--- config.mk ---
export PLATFORM = sky130hd
export DESIGN_NAME = cbc_fifo
export DESIGN_NICKNAME = d
export VERILOG_FILES = /design/src/sv/cbc_pkg.sv /design/src/sv/cbc_fifo.sv
export VERILOG_INCLUDE_DIRS = /design/src /design/src/sv
export SDC_FILE = /design/constraint.sdc
export NUM_CORES = 1
export LEC_CHECK = 0
export ABC_AREA = 1
export BUFFER_PORTS_ARGS = -buffer_cell sky130_fd_sc_hd__buf_4
export CORE_ASPECT_RATIO = 1.75
export CORE_MARGIN = 1.5
export CORE_UTILIZATION = 50
export CTS_BUF_LIST = sky130_fd_sc_hd__clkbuf_16
export DETAILED_ROUTE_END_ITERATION = 8
export GPL_ROUTABILITY_DRIVEN = 0
export PLACE_DENSITY = 0.71
export SETUP_SLACK_MARGIN = 0.2
export SYNTH_ARGS = -nofsm -noshare
export SYNTH_HDL_FRONTEND = slang
export SYNTH_SLANG_ARGS = --single-unit
--- constraint.sdc ---
create_clock -name aclk -period 5.7 [get_ports aclk]
set_input_delay 0.57 -clock aclk [delete_from_list [all_inputs] [get_ports aclk]]
set_output_delay 0.57 -clock aclk [all_outputs]
set_load 0.005 [all_outputs]
--- src/sv/assert_macros.svh ---
// assertion macros shared by the cartridge bank controller rtl
// expects aclk and aresetn in the scope where a macro is used
`ifndef ASSERT_MACROS_SVH
`define ASSERT_MACROS_SVH

// condition implies expectation in the same cycle
`define CBC_ASSERT_NOW(label, cond, expr, msg) \
    label: assert property (@(posedge aclk) disable iff (!aresetn) (cond) |-> (expr)) \
        else $error(msg);

// condition implies expectation in the next cycle
`define CBC_ASSERT_NEXT(label, cond, expr, msg) \
    label: assert property (@(posedge aclk) disable iff (!aresetn) (cond) |=> (expr)) \
        else $error(msg);

`endif

--- src/sv/cbc_pkg.sv ---
// shared types and constants of the cartridge bank controller
// no dependencies
`default_nettype none

package cbc_pkg;

    // sizes
    localparam int RAM_BANKS_DEF = 4;
    localparam int BANK_BYTES    = 8192;
    localparam int OFF_W         = 13;
    localparam int BANK_IDX_W    = 4;
    localparam int ROM_BANK_W    = 7;
    localparam int ROM_ADDR_W    = 21;
    localparam int FIFO_DEPTH    = 4;

    // access kinds carried in s_tuser
    localparam logic [1:0] OP_ROM_RD = 2'd0;
    localparam logic [1:0] OP_REG_WR = 2'd1;
    localparam logic [1:0] OP_RAM_RD = 2'd2;
    localparam logic [1:0] OP_RAM_WR = 2'd3;

    // controller kinds
    localparam logic [1:0] KIND_NONE = 2'd0;
    localparam logic [1:0] KIND_MBC1 = 2'd1;
    localparam logic [1:0] KIND_MBC2 = 2'd2;

    // register window codes (address bits 15:13)
    localparam logic [2:0] WIN_RAM_EN   = 3'd0;
    localparam logic [2:0] WIN_ROM_BANK = 3'd1;
    localparam logic [2:0] WIN_RAM_BANK = 3'd2;
    localparam logic [2:0] WIN_MODE     = 3'd3;

    // data masks
    localparam logic [4:0] ROM_BANK_MASK = 5'h1F;
    localparam logic [1:0] RAM_SEL_MASK  = 2'h3;
    localparam logic [7:0] ENABLE_BITS   = 8'h0A;
    localparam logic [4:0] BANK_ONE      = 5'h01;

    // one queued access, already resolved against the bank registers
    typedef struct packed {
        logic                  has_result;
        logic                  is_rom;
        logic                  ram_wr;
        logic                  ram_en;
        logic [ROM_ADDR_W-1:0] rom_address;
        logic [BANK_IDX_W-1:0] ram_bank;
        logic [OFF_W-1:0]      ram_offset;
        logic [7:0]            write_data;
    } cbc_entry_t;

endpackage

`default_nettype wire

--- src/sv/cbc_fifo.sv ---
// short queue of resolved accesses between front and back
// depends on cbc_pkg and assert_macros.svh
`default_nettype none
`include "assert_macros.svh"

module cbc_fifo import cbc_pkg::*; (
    input  wire logic       aclk,
    input  wire logic       aresetn,
    input  wire logic       push,
    input  wire cbc_entry_t push_entry,
    output logic            full,
    input  wire logic       pop,
    output logic            q_valid,
    output cbc_entry_t      q_entry
);

    localparam int PTR_W = $clog2(FIFO_DEPTH);
    localparam int CNT_W = $clog2(FIFO_DEPTH + 1);

    cbc_entry_t       slots_reg [FIFO_DEPTH];
    logic [PTR_W-1:0] wr_ptr_reg, rd_ptr_reg;
    logic [CNT_W-1:0] count_reg, count_next;

    assign full    = count_reg == CNT_W'(FIFO_DEPTH);
    assign q_valid = count_reg != '0;
    assign q_entry = slots_reg[rd_ptr_reg];

    // occupancy
    always_comb begin
        count_next = count_reg;
        if (push && !pop) begin
            count_next = count_reg + 1'b1;
        end else if (pop && !push) begin
            count_next = count_reg - 1'b1;
        end
    end

    always_ff @(posedge aclk) begin
        if (!aresetn) begin
            wr_ptr_reg <= '0;
            rd_ptr_reg <= '0;
            count_reg  <= '0;
        end else begin
            if (push) begin
                wr_ptr_reg <= wr_ptr_reg + 1'b1;
            end
            if (pop) begin
                rd_ptr_reg <= rd_ptr_reg + 1'b1;
            end
            count_reg <= count_next;
        end
    end

    // slot storage
    always_ff @(posedge aclk) begin
        if (push) begin
            slots_reg[wr_ptr_reg] <= push_entry;
        end
    end

    `CBC_ASSERT_NOW(a_fifo_bound, 1'b1, count_reg <= CNT_W'(FIFO_DEPTH), "queue overflow")

endmodule

`default_nettype wire

==> impl_results.md <==
* Outcome: finished with violations
* Failing checks: design-rule violations
* Most common cell after layout, fill and taps aside: edfxtp_1
* Input/output buffers at 105
* CP Data Required Time at 5130 ps
* Worst reg2reg path depth at 5
* VDD IR max at 0.294 mV
* GRT overflow at 0
* H-Tree Depth at 1
* IO Pins at 106
* HP Start: push_entry[7]
* Internal reg-to-reg setup slack at 3970 ps
* Max FFs per register at 200
* DR vias at 4,695
* Power Internal at 2.58 mW
* Hold Path Cell Cnt at 1
* Slew @ Worst Pin at 1070 ps
* Comb power frac at 9.3%
* Net count reported at finish at 702
* Num CTS Buffers at 18
* CP max FO at 101
* Critical Path Sink Type: output port
* Sw Pwr at 710 µW
* Minimum clock period at 3070 ps
* Skew final at 6.27 ps
* Row cnt at 61
* First-pass detailed-route iteration total at 7
* Avg WL per Cell at 18.7 µm
* Syn. warnings at 0
* Global-route wire length before repair at 24,300 µm
* Core Box Area at 15,800 µm²
* Power share of the clock group at 36.4%
* Syn Area/Cell at 14.7 µm²
* Cts hold-fix bufs at 0
* Leak pwr at 3.31 nW
* Resize count post-CTS at 0
* DIE HEIGHT at 170 µm
* Flops & latches, synth at 209
* Sequential area share after synthesis at 77.4%
* Final wirelength at 15,800 µm
* Sw Share at 21.6%
* Crit Path Class: register to output port
* Post-CTS Setup Bufs at 0
* Syn_nets at 602
* Number of synthesized flops with an enable pin at 200
* Clock transition at path regs at 70 ps
* Largest net degree at the start of global routing at 102
* RSZ-0062 raised after global routing: no
* Placed inst area at 8740 µm²
* Fin. Hold Viols at 0
* Die width at 98.6 µm
* Initial antenna violation count at 0
* Finished Cell Area at 9330 µm²
* Clock Tree Buf Depth at 3
* Antenna Cells at 0
* R2r startpoint: wr_ptr_reg[0]
* HP Class: input pin to register
* Placed Cells incl. Taps at 811
* Final Non-Filler Cells at 842
* Asr flop ratio synth at 0%
* PD cells at 353 nW/µm²
* RR Endpoint: slots_reg[0][42]
* Starting density of the core at 50.6%
* Max-slew violation count at 0
* Most frequent cells in the layout: edfxtp_1 (200), buf_4 (111), nor2_1 (105)
* Setup TNS at 0 ps
* Period utilization at 53.8%
* DRT antenna net count at 0
* Final setup vio count at 0
* Startpoint Class: register
* CTS tree: done
* Part of the power in registers at 54.3%
* DRT iter0 DRCs at 250
* Area of the mapped netlist at 7990 µm²
* Area Growth Syn to Fin at 16.7%
* Slew margin rel. at 28.3%
* Residual DRC count at 5
* Main synth FF type: edfxtp_1
* Hold Path Sink: slots_reg[0][7]
* Vias per inst at 5.58
* CTS sink cnt at 209
* Netlist cell types at 22
* Share of layout cells above drive strength 1 at 22.2%
* Fmax at 326 MHz
* Detailed Place HPWL at 8890 µm
* Vias in the first global route at 4,845
* Die area at 16,800 µm²
* WP data arrival at 2500 ps
* Clock Latency Late Sink at 470 ps
* Root Buffer: clkbuf_16
* # Max-Cap Violations at 0
* Overall Global Routing Usage at 18.8%
* Cell count after synthesis at 542
cells by family after synthesis:
family	after synthesis	share of synthesized area, %
and+or+nand+nor	119	5.68
adders and majority gates	6	1.03
DFF	209	77.4
buffers and inverters	48	5.10
AOI/OAI and AO/OA	160	10.8
metrics by stage:
step / power [mW] / worst slack, ps / util, % / hold WS [ps]
finish: 3.29 / 2630 / 59.0 / 292
global route: 3.40 / 2460 / 59.0 / 281
CTS: 3.31 / 2610 / 59.0 / 280
detailed placement: 2.13 / 3120 / 55.3 / 431
global placement: 2.12 / 3200 / 55.3 / 421
floorplan: 1.98 / 3710 / - / 412
layout make-up:
cell class              instances  area [µm²]
clock buffers                  19         475
clock inverters                12         113
fillers                      1203        6470
inverters                      17        76.3
multi-input cells             285        1400
flip-flops and latches        209        6190
well taps                     189         236
repair buffers                111         833
cells in the mapped netlist (5+ instances only):
cell | count | share of area (%)
buf_12 | 5 | 1.3
buf_2 | 10 | 0.63
buf_4 | 5 | 0.47
buf_6 | 5 | 0.70
buf_8 | 5 | 0.94
dfxtp_1 | 9 | 2.3
edfxtp_1 | 200 | 75
ha_1 | 5 | 0.78
inv_1 | 16 | 0.75
nand2_1 | 10 | 0.47
nor2_1 | 105 | 4.9
o21ai_0 | 46 | 2.9
o21ai_1 | 60 | 3.8
o22ai_1 | 50 | 3.9
power by group through the flow:
| stage | sequential, mW | clock, mW | combinational [mW] |
|---|---|---|---|
| after global placement | 1.82 | 0 | 0.300 |
| after detailed placement | 1.82 | 0 | 0.310 |
| after global routing | 1.79 | 1.27 | 0.337 |
| after floorplan | 1.80 | 0 | 0.178 |
| final | 1.79 | 1.20 | 0.306 |
| after CTS | 1.79 | 1.21 | 0.311 |
how the worst max path moves through the flow:
stage,start,cells past startpoint,end
floorplan,push,2,slots_reg[0][0]
global placement,register,4,q_entry[21]
detailed placement,register,4,q_entry[32]
CTS,register,4,q_entry[32]
global route,register,4,q_entry[43]
finish,register,4,q_entry[38]
worst max-delay path: stages, from the launching register on:
cell     delay, ps
dfxtp_4       1050
inv_12         350
o21ai_1        260
o22ai_1        140
buf_4          160
layer usage:
| layer | global-route usage (%) | vias up | routed length (µm) |
|---|---|---|---|
| met5 | 0 | - | 0 |
| met1 | 22.4 | 2302 | 6080 |
| met2 | 34.1 | 147 | 8400 |
| met4 | 7.52 | 0 | 442 |
| met3 | 2.83 | 32 | 840 |
| li1 | - | 2214 | - |
No activity file was read; power rests on OpenSTA's default activity.
