--- config.mk ---
export PLATFORM = sky130hd
export DESIGN_NAME = cbc_front
export DESIGN_NICKNAME = d
export VERILOG_FILES = /design/src/sv/cbc_pkg.sv /design/src/sv/cbc_front.sv
export VERILOG_INCLUDE_DIRS = /design/src /design/src/sv
export SDC_FILE = /design/constraint.sdc
export NUM_CORES = 1
export LEC_CHECK = 0
export BUFFER_PORTS_ARGS = -buffer_cell sky130_fd_sc_hd__buf_2
export CORE_ASPECT_RATIO = 1.5
export CORE_MARGIN = 2
export CORE_UTILIZATION = 40
export CTS_BUF_LIST = sky130_fd_sc_hd__clkbuf_8
export DETAILED_ROUTE_END_ITERATION = 7
export PLACE_DENSITY_LB_ADDON = 0.1
export SETUP_SLACK_MARGIN = 0.2
export SLEW_MARGIN = 10
export SYNTH_ARGS = -nofsm -noshare
export SYNTH_HDL_FRONTEND = slang
export SYNTH_SLANG_ARGS = --single-unit
--- constraint.sdc ---
create_clock -name aclk -period 3.2 [get_ports aclk]
set_input_delay 0.48 -clock aclk [delete_from_list [all_inputs] [get_ports aclk]]
set_output_delay 0.48 -clock aclk [all_outputs]
set_load 0.005 [all_outputs]
--- src/sv/assert_macros.svh ---
// assertion macros shared by the cartridge bank controller rtl
// expects aclk and aresetn in the scope where a macro is used
`ifndef ASSERT_MACROS_SVH
`define ASSERT_MACROS_SVH

// condition implies expectation in the same cycle
`define CBC_ASSERT_NOW(label, cond, expr, msg) \
    label: assert property (@(posedge aclk) disable iff (!aresetn) (cond) |-> (expr)) \
        else $error(msg);

// condition implies expectation in the next cycle
`define CBC_ASSERT_NEXT(label, cond, expr, msg) \
    label: assert property (@(posedge aclk) disable iff (!aresetn) (cond) |=> (expr)) \
        else $error(msg);

`endif

--- src/sv/cbc_pkg.sv ---
// shared types and constants of the cartridge bank controller
// no dependencies
`default_nettype none

package cbc_pkg;

    // sizes
    localparam int RAM_BANKS_DEF = 4;
    localparam int BANK_BYTES    = 8192;
    localparam int OFF_W         = 13;
    localparam int BANK_IDX_W    = 4;
    localparam int ROM_BANK_W    = 7;
    localparam int ROM_ADDR_W    = 21;
    localparam int FIFO_DEPTH    = 4;

    // access kinds carried in s_tuser
    localparam logic [1:0] OP_ROM_RD = 2'd0;
    localparam logic [1:0] OP_REG_WR = 2'd1;
    localparam logic [1:0] OP_RAM_RD = 2'd2;
    localparam logic [1:0] OP_RAM_WR = 2'd3;

    // controller kinds
    localparam logic [1:0] KIND_NONE = 2'd0;
    localparam logic [1:0] KIND_MBC1 = 2'd1;
    localparam logic [1:0] KIND_MBC2 = 2'd2;

    // register window codes (address bits 15:13)
    localparam logic [2:0] WIN_RAM_EN   = 3'd0;
    localparam logic [2:0] WIN_ROM_BANK = 3'd1;
    localparam logic [2:0] WIN_RAM_BANK = 3'd2;
    localparam logic [2:0] WIN_MODE     = 3'd3;

    // data masks
    localparam logic [4:0] ROM_BANK_MASK = 5'h1F;
    localparam logic [1:0] RAM_SEL_MASK  = 2'h3;
    localparam logic [7:0] ENABLE_BITS   = 8'h0A;
    localparam logic [4:0] BANK_ONE      = 5'h01;

    // one queued access, already resolved against the bank registers
    typedef struct packed {
        logic                  has_result;
        logic                  is_rom;
        logic                  ram_wr;
        logic                  ram_en;
        logic [ROM_ADDR_W-1:0] rom_address;
        logic [BANK_IDX_W-1:0] ram_bank;
        logic [OFF_W-1:0]      ram_offset;
        logic [7:0]            write_data;
    } cbc_entry_t;

endpackage

`default_nettype wire

--- src/sv/cbc_front.sv ---
// front end: accepts bus accesses, keeps the bank registers, resolves addresses
// depends on cbc_pkg and assert_macros.svh
`default_nettype none
`include "assert_macros.svh"

module cbc_front import cbc_pkg::*; #(
    parameter int RAM_BANKS = RAM_BANKS_DEF
) (
    input  wire logic        aclk,
    input  wire logic        aresetn,
    input  wire logic        cfg_we,
    input  wire logic [1:0]  cfg_kind,
    input  wire logic        s_tvalid,
    output logic             s_tready,
    input  wire logic [1:0]  s_tuser,   // op
    input  wire logic [23:0] s_tdata,   // address [15:0], write_data [23:16]
    input  wire logic        clear_busy,
    input  wire logic        q_full,
    output logic             push,
    output cbc_entry_t       push_entry
);

    logic [1:0]            kind_reg;
    logic                  ram_en_reg, ram_en_next;
    logic [ROM_BANK_W-1:0] rom_bank_reg, rom_bank_next;
    logic [1:0]            ram_sel_reg, ram_sel_next;
    logic                  mode_reg, mode_next;

    logic                  accept;
    logic [15:0]           addr;
    logic [7:0]            wdata;
    logic [4:0]            bank5;
    logic [BANK_IDX_W-1:0] ram_bank;

    assign addr     = s_tdata[15:0];
    assign wdata    = s_tdata[23:16];
    assign s_tready = !clear_busy && !q_full;
    assign accept   = s_tvalid && s_tready;

    // ram bank select wrapped to the number of banks
    always_comb begin
        case (ram_sel_reg)
            2'd0:    ram_bank = BANK_IDX_W'(0 % RAM_BANKS);
            2'd1:    ram_bank = BANK_IDX_W'(1 % RAM_BANKS);
            2'd2:    ram_bank = BANK_IDX_W'(2 % RAM_BANKS);
            default: ram_bank = BANK_IDX_W'(3 % RAM_BANKS);
        endcase
    end

    // bank register updates on register writes
    always_comb begin
        ram_en_next   = ram_en_reg;
        rom_bank_next = rom_bank_reg;
        ram_sel_next  = ram_sel_reg;
        mode_next     = mode_reg;
        bank5         = wdata[4:0] & ROM_BANK_MASK;
        if (bank5 == 5'd0) begin
            bank5 = BANK_ONE;
        end
        if (accept && s_tuser == OP_REG_WR) begin
            if (kind_reg == KIND_MBC1) begin
                case (addr[15:13])
                    WIN_RAM_EN: begin
                        if (wdata == 8'd0) begin
                            ram_en_next = 1'b0;
                        end else if ((wdata & ENABLE_BITS) != 8'd0) begin
                            ram_en_next = 1'b1;
                        end
                    end
                    WIN_ROM_BANK: begin
                        rom_bank_next = mode_reg ? {ram_sel_reg, bank5} : {2'b00, bank5};
                    end
                    WIN_RAM_BANK: begin
                        ram_sel_next = wdata[1:0] & RAM_SEL_MASK;
                    end
                    WIN_MODE: begin
                        mode_next = wdata[0];
                    end
                    default: begin
                    end
                endcase
            end else if (kind_reg == KIND_MBC2) begin
                if (addr[15:13] == WIN_RAM_EN && !addr[8]) begin
                    ram_en_next = (wdata & ENABLE_BITS) != 8'd0;
                end
            end
        end
    end

    always_ff @(posedge aclk) begin
        if (!aresetn) begin
            kind_reg     <= KIND_NONE;
            ram_en_reg   <= 1'b0;
            rom_bank_reg <= ROM_BANK_W'(1);
            ram_sel_reg  <= 2'd0;
            mode_reg     <= 1'b0;
        end else begin
            if (cfg_we) begin
                kind_reg <= cfg_kind;
            end
            ram_en_reg   <= ram_en_next;
            rom_bank_reg <= rom_bank_next;
            ram_sel_reg  <= ram_sel_next;
            mode_reg     <= mode_next;
        end
    end

    // classify the access and build the queue entry
    always_comb begin
        push_entry             = '0;
        push_entry.ram_bank    = ram_bank;
        push_entry.ram_offset  = addr[OFF_W-1:0];
        push_entry.write_data  = wdata;
        push_entry.ram_en      = ram_en_reg;
        push = 1'b0;
        case (s_tuser)
            OP_ROM_RD: begin
                push                   = accept;
                push_entry.has_result  = 1'b1;
                push_entry.is_rom      = 1'b1;
                push_entry.rom_address = (addr[15:14] == 2'b00) ?
                    {5'd0, addr} : {rom_bank_reg, addr[13:0]};
            end
            OP_RAM_RD: begin
                push                  = accept;
                push_entry.has_result = 1'b1;
            end
            OP_RAM_WR: begin
                push              = accept && ram_en_reg;
                push_entry.ram_wr = 1'b1;
            end
            default: begin
            end
        endcase
    end

    // the bank number low bits never read as zero
    `CBC_ASSERT_NOW(a_rom_bank_nz, 1'b1, rom_bank_reg[4:0] != 5'd0, "rom bank low bits zero")

endmodule

`default_nettype wire

==> impl_metrics.toml <==
[job]
maxCapViolCount = 0

[final_layout]
syn_to_final_growth_pct = 31.65
final_nets = 220
diodes = 0
drive_gt1_share_pct = 50.54
final_core_util_pct = 56.20
largest_reg_flops = 7
seq_area_um2 = 260.3
fillCellCount = 230
multiInputGateArea_um2 = 490.5

[timing]
period_needed_ps = 1874
rsz0062_at_grt = "false"
finalHoldViolCount = 0
slew_viol_final = 0
layout_setup_ws_ps = 1326
worst_pin_slew_ps = 558.2
tns_ps = 0
finalClockSkew_ps = 1.060
setup_violations = 0
timing.fmax_mhz = 533.7
period_share_pct = 58.56
max_slew_margin_pct = 61.82

[worst_setup_path]
startpoint = "s_tuser[0]"
crit_type = "input port to primary output"
timing.rr.start = "kind_reg[1]$_SDFFE_PN0P_"
worstPathRequired_ps = 2720
cpPeakStageDelay_ps = 240
slowest_stage = "o21a_1"
cpMostUsedCell = "buf_2"
critPathMaxFanout = 15
crit_arrival_ps = 1390
path_cells = "buf_2 -> nor2_1 -> buf_4 -> o21a_1 -> and2_1 -> buf_2"
worst_setup_path_end_kind = "primary output"
critPathLaunchType = "input port"

[pwr]
power_uw = 382.4
vdd_drop_max_mv = 0.2307
p_leak_nw = 0.7354
p_per_area_nw_per_um2 = 301.1

[routing]
firstDrtPassIters = 3
num_vias = 985
vias_per_cell = 4.758
drc_errors = 0
drtIter0Drc = 14
avgRoutedWirePerCell_um = 10.95
ant_nets = 0
routed_wl_um = 2266

[synth]
synth_cell_type_count = 27
syn-cell-area_um2 = 964.7
seq_area_frac_synth_pct = 26.98
synth.cells.most_frequent = "buf_4, and2_1, dfxtp_1, nor2_1, mux2i_1"
synth_cells = 123
synth_edf_count = 0
yosysWarnings = 0
netlist.area_leader.share_pct = 26.98
ys_ff_latch = 13
synth_area_leaders = "dfxtp_1, buf_4, and2_1, mux2i_1, nor2_1"
synth_flop_cell = "dfxtp_1"
synth.most_common_cell = "buf_4"
synth_top_area_cell = "dfxtp_1"
synthArstFlopShare_pct = 0
syn_avg_cell_area_um2 = 7.843

[global_route]
grt-ovfl-total = 0
grt_pass1_vias = 814
grt_pass1_wl_um = 3353
antenna_found_initial = 0
grt_max_degree = 16
grtUsageTotal_pct = 15.50

[place]
hpwl_um = 1926
io_buffers = 83
gp_congestion = 0.7796
place_ws_ps = 1301

[floorplan]
ios = 86
die-area_um2 = 2828
die_y_um = 64.15
fp-row-count = 21
core_area_um2 = 2260
initial_core_util_pct = 42.69
die_w_um = 44.10

[clock_tree]
clock-sinks = 13
cts_setup_buffers = 0
clock_latency_ps = 240
post_cts_resized = 0
cts_root_buf = "clkbuf_8"
ctsLongestPathBuffers = 2
path_clk_slew_ps = 50
cts_buffers = 3
cts_tree = "built"
ctsHoldBuffers = 0
h-tree-depth = 1

[min_path]
min_path_type = "input port to register"
min_from = "aresetn"

[status]
status = "complete, no violations"
-- worst max-delay path, delay by kind of cell --
family                 cells  cell delay [ps]
buffers and inverters      3              410
and+or+nand+nor            2              260
AOI/OAI and AO/OA          1              240
-- per-layer routing --
layer / wire, um / global-route usage [%] / vias to the layer above
met2: 1152 / 28.49 / 56
li1: - / - / 501
met3: 239 / 2.260 / 4
met5: 0 / 0 / -
met4: 25 / 6.818 / 0
met1: 848 / 16.55 / 424
-- worst paths after layout --
kind | cells past startpoint | slack, ps | end
worst max-delay path | 6 | 1330 | push_entry[44]
worst min-delay path | 2 | 440 | rom_bank_reg[0]$_SDFFE_PN1P_
worst max register to register | 6 | 1410 | rom_bank_reg[6]$_SDFFE_PN0P_
worst min register to register | 2 | 450 | rom_bank_reg[5]$_SDFFE_PN0P_
-- logic make-up (layout without fill, tap and decap cells) --
| kind of cell | after synthesis | in the layout | synth area share [%] |
|---|---|---|---|
| other cells | 1 | 2 | 0.3887 |
| compound gates | 11 | 11 | 7.523 |
| fa+ha+maj | 1 | 1 | 1.297 |
| simple gates | 54 | 54 | 31.91 |
| buf+inv | 34 | 94 | 22.57 |
| mux | 9 | 9 | 9.339 |
| flops | 13 | 13 | 26.98 |
-- area by class of cell --
| type | instances | share of cell area (%) |
|---|---|---|
| Multi-Input combinational cell | 77 | 38.62 |
| Tap cell | 23 | 2.266 |
| Timing Repair Buffer | 84 | 33.30 |
| Sequential cell | 13 | 20.49 |
| Clock buffer | 3 | 3.251 |
| Clock inverter | 1 | 0.2956 |
| Inverter | 6 | 1.773 |
-- cells in the final DEF, fill, tap and decap left out, drive strengths merged, types with 2 or more instances in the layout --
master  synthesis  routed
buf            24      84
and2           21      21
dfxtp          13      13
nor2           11      11
mux2i           9       9
inv             6       7
nand2           6       6
nor3            4       4
a21oi           3       3
a31oi           3       3
clkbuf          4       3
nor3b           2       2
nor4            2       2
or2             2       2
conb            1       2
-- report_power, final --
group          internal, mW  switching, mW
Sequential            0.164       0.000746
Combinational        0.0417         0.0378
Clock                0.0844         0.0540
Total                 0.290         0.0926
-- through the flow --
| step | cell area [um2] | std cells | hold slack [ps] |
|---|---|---|---|
| final | 1270 | 207 | 437.2 |
| after global routing | 1270 | 207 | 444.4 |
| after CTS | 1270 | 207 | 430.1 |
| after detailed placement | 1225 | 203 | 446.4 |
| after global placement | 1225 | 203 | 437.2 |
| after floorplan | 968.4 | 124 | 425.3 |
Note: power is estimated with default switching activity, not from simulation.
